===== config.mk =====
export PLATFORM = sky130hd
export DESIGN_NAME = kepler_equation_solver
export DESIGN_NICKNAME = d
export VERILOG_FILES = /design/src/rtl/kes_pkg.sv /design/src/rtl/kes_cordic.sv /design/src/rtl/kepler_equation_solver.sv
export SDC_FILE = /design/constraint.sdc
export NUM_CORES = 2
export LEC_CHECK = 0
export ABC_AREA = 1
export BUFFER_PORTS_ARGS = -buffer_cell sky130_fd_sc_hd__buf_2
export CORE_MARGIN = 2
export CORE_UTILIZATION = 48
export DETAILED_ROUTE_END_ITERATION = 7
export MAX_ROUTING_LAYER = met4
export RECOVER_POWER = 25
export SYNTH_ARGS = -nofsm -noshare
export SYNTH_HDL_FRONTEND = slang
export SYNTH_HIERARCHICAL = 1
export SYNTH_SLANG_ARGS = --single-unit

===== constraint.sdc =====
create_clock -name aclk -period 14.4 [get_ports aclk]
set_input_delay 2.88 -clock aclk [delete_from_list [all_inputs] [get_ports aclk]]
set_output_delay 2.88 -clock aclk [all_outputs]
set_load 0.03 [all_outputs]

===== src/rtl/kes_pkg.sv =====
// kes_pkg: shared types and constants for the kepler equation solver
// fixed-point constants in Q3.28, cordic arctangent table, register indexes
// no dependencies
package kes_pkg;

    localparam logic signed [33:0] Q28_ONE     = 34'sd268435456;
    localparam logic signed [33:0] Q28_PI      = 34'sd843314857;
    localparam logic signed [33:0] Q28_TWO_PI  = 34'sd1686629713;
    localparam logic signed [33:0] Q28_HALF_PI = 34'sd421657428;
    localparam logic signed [31:0] CORDIC_GAIN = 32'sd163008219;

    // divider: 33-bit magnitude shifted left by 28
    localparam int DIV_BITS = 61;

    // configuration register indexes
    localparam logic REG_STEP_TOLERANCE  = 1'b0;
    localparam logic REG_ITERATION_LIMIT = 1'b1;

    // sine and cosine handed from the cordic unit to the sequencer
    typedef struct packed {
        logic               done;
        logic signed [31:0] sin_val;
        logic signed [31:0] cos_val;
    } kes_trig_t;

    // arctangent of 2^-i in Q28, rounded to nearest
    function automatic logic signed [31:0] atan_q28(input logic [4:0] idx);
        logic signed [31:0] val;
        val = 32'sd0;
        unique case (idx)
            5'd0:  val = 32'sd210828714;
            5'd1:  val = 32'sd124459457;
            5'd2:  val = 32'sd65760959;
            5'd3:  val = 32'sd33381290;
            5'd4:  val = 32'sd16755422;
            5'd5:  val = 32'sd8385879;
            5'd6:  val = 32'sd4193963;
            5'd7:  val = 32'sd2097109;
            5'd8:  val = 32'sd1048571;
            5'd9:  val = 32'sd524287;
            5'd10: val = 32'sd262144;
            5'd11: val = 32'sd131072;
            5'd12: val = 32'sd65536;
            5'd13: val = 32'sd32768;
            5'd14: val = 32'sd16384;
            5'd15: val = 32'sd8192;
            5'd16: val = 32'sd4096;
            5'd17: val = 32'sd2048;
            5'd18: val = 32'sd1024;
            5'd19: val = 32'sd512;
            5'd20: val = 32'sd256;
            5'd21: val = 32'sd128;
            5'd22: val = 32'sd64;
            5'd23: val = 32'sd32;
            5'd24: val = 32'sd16;
            5'd25: val = 32'sd8;
            5'd26: val = 32'sd4;
            5'd27: val = 32'sd2;
            5'd28: val = 32'sd1;
            default: val = 32'sd0;
        endcase
        return val;
    endfunction

endpackage


===== src/rtl/kes_cordic.sv =====
// kes_cordic: iterative rotation-mode cordic giving sine and cosine in Q28
// reduces the angle to [-pi, pi], folds to [-pi/2, pi/2], one rotation a cycle
// depends on kes_pkg
module kes_cordic import kes_pkg::*; #(
    parameter int STEPS = 24
) (
    input  logic               aclk,
    input  logic               aresetn,
    input  logic               start,
    input  logic signed [31:0] angle,
    output kes_trig_t          trig
);

    typedef enum logic [2:0] {
        C_IDLE   = 3'b001,
        C_FOLD   = 3'b010,
        C_ROTATE = 3'b100
    } cordic_state_t;

    cordic_state_t      state_reg, state_next;
    logic signed [33:0] a_reg, a_next;
    logic signed [31:0] x_reg, x_next;
    logic signed [31:0] y_reg, y_next;
    logic signed [31:0] z_reg, z_next;
    logic               flip_reg, flip_next;
    logic [5:0]         cnt_reg, cnt_next;
    logic               done_reg, done_next;

    logic signed [33:0] a_in;
    logic signed [33:0] a_fold;
    logic signed [31:0] dx, dy, at;

    assign a_in = 34'(angle);
    assign dx   = y_reg >>> cnt_reg[4:0];
    assign dy   = x_reg >>> cnt_reg[4:0];
    assign at   = atan_q28(cnt_reg[4:0]);

    always_comb begin
        state_next = state_reg;
        a_next     = a_reg;
        x_next     = x_reg;
        y_next     = y_reg;
        z_next     = z_reg;
        flip_next  = flip_reg;
        cnt_next   = cnt_reg;
        done_next  = 1'b0;
        a_fold     = a_reg;
        unique case (state_reg)
            C_IDLE: begin
                // one wrap by two pi covers the whole 32-bit angle range
                if (start) begin
                    if (a_in > Q28_PI) begin
                        a_next = a_in - Q28_TWO_PI;
                    end else if (a_in < -Q28_PI) begin
                        a_next = a_in + Q28_TWO_PI;
                    end else begin
                        a_next = a_in;
                    end
                    state_next = C_FOLD;
                end
            end
            C_FOLD: begin
                // fold into the right half plane, cosine changes sign
                flip_next = 1'b1;
                if (a_reg > Q28_HALF_PI) begin
                    a_fold = Q28_PI - a_reg;
                end else if (a_reg < -Q28_HALF_PI) begin
                    a_fold = -Q28_PI - a_reg;
                end else begin
                    flip_next = 1'b0;
                end
                z_next     = a_fold[31:0];
                x_next     = CORDIC_GAIN;
                y_next     = 32'sd0;
                cnt_next   = 6'd0;
                state_next = C_ROTATE;
            end
            C_ROTATE: begin
                if (cnt_reg == 6'(STEPS)) begin
                    done_next  = 1'b1;
                    state_next = C_IDLE;
                end else begin
                    if (!z_reg[31]) begin
                        x_next = x_reg - dx;
                        y_next = y_reg + dy;
                        z_next = z_reg - at;
                    end else begin
                        x_next = x_reg + dx;
                        y_next = y_reg - dy;
                        z_next = z_reg + at;
                    end
                    cnt_next = cnt_reg + 6'd1;
                end
            end
            default: state_next = C_IDLE;
        endcase
    end

    always_ff @(posedge aclk) begin
        if (!aresetn) begin
            state_reg <= C_IDLE;
            done_reg  <= 1'b0;
        end else begin
            state_reg <= state_next;
            done_reg  <= done_next;
        end
        a_reg    <= a_next;
        x_reg    <= x_next;
        y_reg    <= y_next;
        z_reg    <= z_next;
        flip_reg <= flip_next;
        cnt_reg  <= cnt_next;
    end

    assign trig.done    = done_reg;
    assign trig.sin_val = y_reg;
    assign trig.cos_val = flip_reg ? -x_reg : x_reg;

endmodule


===== src/rtl/kepler_equation_solver.sv =====
// kepler_equation_solver: newton solver for E - e*sin(E) = M in fixed point
// sequencer, shared multiplier and radix-2 divider; depends on kes_pkg, kes_cordic
//
//   channel   direction  ports
//   s_        in         s_valid s_ready s_mean_anomaly s_eccentricity
//   m_        out        m_valid m_ready m_eccentric_anomaly m_steps_used m_converged
//   cfg_      in         cfg_we cfg_addr cfg_wdata
//
// one newton step runs the cordic rotations and then the restoring divider;
// items are solved one at a time.
// synchronous active-low reset clears the stored anomaly to zero.
// a result waits in the output register; s_ready is low while an item is in work.
module kepler_equation_solver import kes_pkg::*; #(
    parameter int CORDIC_STEPS = 24
) (
    input  logic               aclk,
    input  logic               aresetn,
    input  logic               s_valid,
    output logic               s_ready,
    input  logic [30:0]        s_mean_anomaly,
    input  logic [15:0]        s_eccentricity,
    output logic               m_valid,
    input  logic               m_ready,
    output logic signed [31:0] m_eccentric_anomaly,
    output logic [7:0]         m_steps_used,
    output logic               m_converged,
    input  logic               cfg_we,
    input  logic               cfg_addr,
    input  logic [27:0]        cfg_wdata
);

    typedef enum logic [7:0] {
        ST_IDLE   = 8'b0000_0001,
        ST_LAUNCH = 8'b0000_0010,
        ST_CORDIC = 8'b0000_0100,
        ST_MUL_S  = 8'b0000_1000,
        ST_MUL_C  = 8'b0001_0000,
        ST_DIVIDE = 8'b0010_0000,
        ST_UPDATE = 8'b0100_0000,
        ST_FINISH = 8'b1000_0000
    } state_t;

    state_t             state_reg, state_next;
    logic [27:0]        tol_reg;
    logic [7:0]         limit_reg;
    logic signed [31:0] anomaly_reg, anomaly_next;
    logic [30:0]        m_reg, m_next;
    logic [15:0]        ecc_reg, ecc_next;
    logic signed [34:0] f_reg, f_next;
    logic [30:0]        fp_reg, fp_next;
    logic [31:0]        rem_reg, rem_next;
    logic [60:0]        dq_reg, dq_next;
    logic [5:0]         div_cnt_reg, div_cnt_next;
    logic [7:0]         steps_reg, steps_next;
    logic               conv_reg, conv_next;
    logic               m_valid_reg, m_valid_next;
    logic signed [31:0] out_e_reg, out_e_next;
    logic [7:0]         out_steps_reg, out_steps_next;
    logic               out_conv_reg, out_conv_next;

    kes_trig_t          trig;
    logic               cordic_start;
    logic signed [31:0] mul_b;
    logic signed [48:0] prod;
    logic signed [32:0] prod_floor;
    logic signed [33:0] fp_full;
    logic [34:0]        f_abs;
    logic [31:0]        trial;
    logic signed [63:0] delta;
    logic signed [63:0] e_new;
    logic signed [31:0] e_sat;
    logic [7:0]         steps_inc;
    logic [7:0]         limit_eff;
    logic               step_conv;

    kes_cordic #(.STEPS(CORDIC_STEPS)) u_cordic (
        .aclk    (aclk),
        .aresetn (aresetn),
        .start   (cordic_start),
        .angle   (anomaly_reg),
        .trig    (trig)
    );

    assign cordic_start = (state_reg == ST_LAUNCH);
    assign s_ready      = (state_reg == ST_IDLE);

    // shared multiplier: e*sin then e*cos, floored by 16
    assign mul_b      = (state_reg == ST_MUL_S) ? trig.sin_val : trig.cos_val;
    assign prod       = $signed({1'b0, ecc_reg}) * mul_b;
    assign prod_floor = prod[48:16];
    assign fp_full    = Q28_ONE - 34'(prod_floor);
    assign f_abs      = f_reg[34] ? 35'(-f_reg) : 35'(f_reg);

    // restoring divider trial subtract
    assign trial = {rem_reg[30:0], dq_reg[60]};

    // newton update with saturation
    assign delta     = f_reg[34] ? -$signed({3'b000, dq_reg}) : $signed({3'b000, dq_reg});
    assign e_new     = 64'(anomaly_reg) - delta;
    assign steps_inc = steps_reg + 8'd1;
    assign limit_eff = (limit_reg == 8'd0) ? 8'd1 : limit_reg;
    assign step_conv = (dq_reg <= 61'(tol_reg));

    always_comb begin
        if (e_new > 64'sd2147483647) begin
            e_sat = 32'sh7fffffff;
        end else if (e_new < -64'sd2147483648) begin
            e_sat = 32'sh80000000;
        end else begin
            e_sat = e_new[31:0];
        end
    end

    // sequencer
    always_comb begin
        state_next     = state_reg;
        anomaly_next   = anomaly_reg;
        m_next         = m_reg;
        ecc_next       = ecc_reg;
        f_next         = f_reg;
        fp_next        = fp_reg;
        rem_next       = rem_reg;
        dq_next        = dq_reg;
        div_cnt_next   = div_cnt_reg;
        steps_next     = steps_reg;
        conv_next      = conv_reg;
        m_valid_next   = m_valid_reg && !m_ready;
        out_e_next     = out_e_reg;
        out_steps_next = out_steps_reg;
        out_conv_next  = out_conv_reg;
        unique case (state_reg)
            ST_IDLE: begin
                if (s_valid) begin
                    m_next     = s_mean_anomaly;
                    ecc_next   = s_eccentricity;
                    steps_next = 8'd0;
                    state_next = ST_LAUNCH;
                end
            end
            ST_LAUNCH: state_next = ST_CORDIC;
            ST_CORDIC: begin
                if (trig.done) begin
                    state_next = ST_MUL_S;
                end
            end
            ST_MUL_S: begin
                f_next     = 35'(anomaly_reg) - 35'(prod_floor) - 35'(m_reg);
                state_next = ST_MUL_C;
            end
            ST_MUL_C: begin
                fp_next      = (fp_full < 34'sd1) ? 31'd1 : fp_full[30:0];
                rem_next     = 32'd0;
                dq_next      = {f_abs[32:0], 28'd0};
                div_cnt_next = 6'd0;
                state_next   = ST_DIVIDE;
            end
            ST_DIVIDE: begin
                if (trial >= {1'b0, fp_reg}) begin
                    rem_next = trial - {1'b0, fp_reg};
                    dq_next  = {dq_reg[59:0], 1'b1};
                end else begin
                    rem_next = trial;
                    dq_next  = {dq_reg[59:0], 1'b0};
                end
                div_cnt_next = div_cnt_reg + 6'd1;
                if (div_cnt_reg == 6'(DIV_BITS - 1)) begin
                    state_next = ST_UPDATE;
                end
            end
            ST_UPDATE: begin
                anomaly_next = e_sat;
                steps_next   = steps_inc;
                conv_next    = step_conv;
                if (step_conv || steps_inc >= limit_eff) begin
                    state_next = ST_FINISH;
                end else begin
                    state_next = ST_LAUNCH;
                end
            end
            ST_FINISH: begin
                if (!m_valid_reg || m_ready) begin
                    m_valid_next   = 1'b1;
                    out_e_next     = anomaly_reg;
                    out_steps_next = steps_reg;
                    out_conv_next  = conv_reg;
                    state_next     = ST_IDLE;
                end
            end
            default: state_next = ST_IDLE;
        endcase
    end

    always_ff @(posedge aclk) begin
        if (!aresetn) begin
            state_reg   <= ST_IDLE;
            anomaly_reg <= 32'sd0;
            m_valid_reg <= 1'b0;
            tol_reg     <= 28'd2684;
            limit_reg   <= 8'd100;
        end else begin
            state_reg   <= state_next;
            anomaly_reg <= anomaly_next;
            m_valid_reg <= m_valid_next;
            // configuration writes
            if (cfg_we) begin
                unique case (cfg_addr)
                    REG_STEP_TOLERANCE:  tol_reg   <= cfg_wdata;
                    REG_ITERATION_LIMIT: limit_reg <= cfg_wdata[7:0];
                    default: ;
                endcase
            end
        end
        m_reg         <= m_next;
        ecc_reg       <= ecc_next;
        f_reg         <= f_next;
        fp_reg        <= fp_next;
        rem_reg       <= rem_next;
        dq_reg        <= dq_next;
        div_cnt_reg   <= div_cnt_next;
        steps_reg     <= steps_next;
        conv_reg      <= conv_next;
        out_e_reg     <= out_e_next;
        out_steps_reg <= out_steps_next;
        out_conv_reg  <= out_conv_next;
    end

    assign m_valid             = m_valid_reg;
    assign m_eccentric_anomaly = out_e_reg;
    assign m_steps_used        = out_steps_reg;
    assign m_converged         = out_conv_reg;

endmodule


==> results <==
- The initial cell density of the core is between 40% and 50%.
- The wire length per cell is 20.1 um.
- The post-CTS setup-driven buffer insertion count is 0.
- The core region area is approximately 140,000 um2.
- Global routing consumed, on the met3 layer, under 10% of the routing resources.
- The die covers ~140,000 um2.
- The average via count per standard cell is around 5.5.
- In this run the most used layer during global routing was met2.
- The sort of element at the start of the critical path is a flop.
- The area share of the largest cell type after synthesis is between 10% and 20%.
- The total length of routed wires is 232 mm.
- Setup repair after global routing left no endpoint under its margin.
- Measured on the finished design, the core utilization comes to 51.6%.
- The total number of nets in the final design is approximately 11,000.
- Counting flops and latches in the post-synthesis netlist gives 505.
- Gates resized during post-CTS repair numbered 0.
- The category of the worst setup path capture point is a flop.
- From synthesis to final layout, the design area changed by 6.81%.
- The register with the most flip-flops in the layout has 61 of them.
- In the global route stage, met1 resource usage came out at 44.7%.
- The worst pin sits at a relative slew slack of -115%.
- The setup TNS is 0 ns.
- The most frequent cell on the critical path is sky130_fd_sc_hd__nand2_1.
- After the first detailed-routing iteration, the DRC count stood at just over 6,000.
- The data required time of the worst path is 14.85 ns.
- For flop-to-flop paths, the worst setup slack is roughly 2.8 ns.
- The standard-cell row count is ~140.
- Across all layers, the routed design uses around 63,000 vias.
- Across the run, the number of max-cap violations was 8.
- The global routing usage summed across all routing layers is about a third.
- The average instance in the mapped netlist occupies roughly 7.0 um2.
- The run finished, with violations left.
- Summed over all layers, the global routing overflow is 0.
- TritonCTS built the clock tree.
- The number of global-route vias before repair is 61,482.
- The count of nets left with antenna violations once routing finished came out at 0.
- The pin slew with the least headroom to its limit is around 3.2 ns.
- The worst setup path is of the flop to flop kind.
- For met2 alone, demand over resource in global routing was between 50 and 60%.
- The maximum count of clock buffers along a single path is 3.
- The summed instance area of the synthesized netlist is ~67,000 um2.
- Measured along the y axis, the die boundary spans between 300 and 400 um.
- Counting I/O delays and the setup requirement, the final critical path takes 11.62 ns.
- The share of the yosys chip area belonging to registers is around a fifth.
- Of the available clock period, the critical path in the final layout requires ~81%.
- The depth of the CTS H-tree is 3.
- The number of enable-type register cells in the synthesized netlist is approximately 400.
- The worst clock skew is 0.0301 ns.
- The number of antenna violations at the first check in global routing came to 11.
- The quantity of I/O buffers inserted on ports is roughly 120.
- The cell type of the slowest stage on the worst timing path is sky130_fd_sc_hd__fa_1.
- For this design the top-level I/O count stands at 124.
- Of all cell types, the one taking the most synthesized area is sky130_fd_sc_hd__edfxtp_1.
- Counting both buffers and inverters, the worst setup path holds a total of 7.
- For this run, the number of Yosys warnings is 6.
- The peak per-stage delay on the critical path is between 0.5 and 0.6 ns.
- The count of distinct cell types in the synthesized netlist is 69.
- The arrival time of data at the critical path endpoint is about 12 ns.
- After synthesis, the most frequently instantiated cells are sky130_fd_sc_hd__nand2_1, sky130_fd_sc_hd__inv_1, sky130_fd_sc_hd__nor2_1, sky130_fd_sc_hd__nand3_1, sky130_fd_sc_hd__a21oi_1.
- The total setup violations reported at the end of the flow is 0.
- The number of max-slew violations in the final report was 358.
- Entering global routing, the biggest net connects 82 pins.
- After clock tree synthesis, the clock-pin slew on the worst setup and hold paths is roughly 0.06 ns.
- sky130_fd_sc_hd__nand2_1 is the most common cell in the netlist.
- The worst hold path belongs to the class flop to flop.
- The floorplan step set the die width to approximately 380 um.
- After legalization and detailed placement, the total HPWL measured between 150 and 200 mm.
- The checks that failed: max-capacitance violations, max-slew violations.
- The tree is rooted in a sky130_fd_sc_hd__clkbuf_16.
- For this design, the CTS-stage hold fixing added 0 buffers.
- In this run, CTS created clock tree buffers numbering slightly below 70.
- After synthesis, the share of flip-flops with an asynchronous set or reset is 0%.
- For this run, design rule violations remaining after detail routing come to 0.
- The detailed-routing iteration count for the pre-antenna-repair pass is 8.
- Sorting the synthesized cells by area gives the leading types as sky130_fd_sc_hd__edfxtp_1, sky130_fd_sc_hd__fa_1, sky130_fd_sc_hd__nand2_1, sky130_fd_sc_hd__inv_1, sky130_fd_sc_hd__ha_1.
- The maximum achievable frequency is between 0.08 and 0.09 GHz.
- At the end of routability-driven placement, the weighted congestion stood at 0.980.
- The number of sinks driven by the clock tree is approximately 510.
- The first-pass GRT wire length is between 300 and 400 mm.
- For the worst-skew pair, the clock arrives at the later sink with an insertion delay of 0.71 ns.
- Grouping stages by cell kind, the critical path spends the most delay in adder cells.
- The most frequently used flop master after synthesis is sky130_fd_sc_hd__edfxtp_1.
- The share of cells above drive strength 1 is 5.53%.
- The final-report hold violation count is 0.
- The synthesized instance count is approximately 9,600.
- The maximum net fanout on the critical path is 11.
- The synthesized net count is 10,602.
## per-stage QoR
stage	std cells	setup slack (ns)	hold slack, ns	area, um2
after floorplan	9588	4.26	0.400	67200
after global placement	11390	3.03	0.416	69600
after detailed placement	11390	2.89	0.416	69600
after CTS	11515	2.80	0.457	71900
after global routing	11518	1.92	0.461	71800
final	11521	2.78	0.454	71800
## cells by family after synthesis
| logic type | after synthesis | share of synthesized area (%) |
|---|---|---|
| simple gates | 4508 | 28.5 |
| compound gates | 1356 | 11.3 |
| flops | 505 | 20.9 |
| buf+inv | 1886 | 10.9 |
| fa+ha+maj | 933 | 23.2 |
| xor+xnor | 400 | 5.21 |
## routing by layer
layer,up-vias,routed length [um]
li1,30656,-
met1,30019,102000
met2,2209,105000
met3,394,16500
met4,0,8340
met5,-,0
## final timing paths
path                 end              start  depth (start not counted)
max            f_reg[34]  u_cordic/x_reg[1]                         47
max reg2reg    f_reg[34]  u_cordic/x_reg[1]                         47
min          m_converged           conv_reg                          0
min reg2reg  m_converged           conv_reg                          0
## cells in the final DEF, fill, tap and decap left out, drive strengths merged, types with 182 or more instances in the layout
master	count
ha	410
nor2	1119
inv	1597
xor2	270
a21oi	537
o21ai	540
nand2	2327
edfxtp	396
buf	182
fa	523
nand3	690
## final cells by class
cell class | instances | area, um2
clock inverter | 40 | 419
sequential | 505 | 14100
tap | 1876 | 2350
timing repair buffer | 208 | 1160
fill | 14230 | 67400
antenna | 6 | 15.0
clock buffer | 85 | 1890
multi-input combinational | 7197 | 45900
inverter | 1604 | 6020
Power is not shown: default switching activity piles up to over one toggle a cycle in this logic, so the estimate is an artifact.
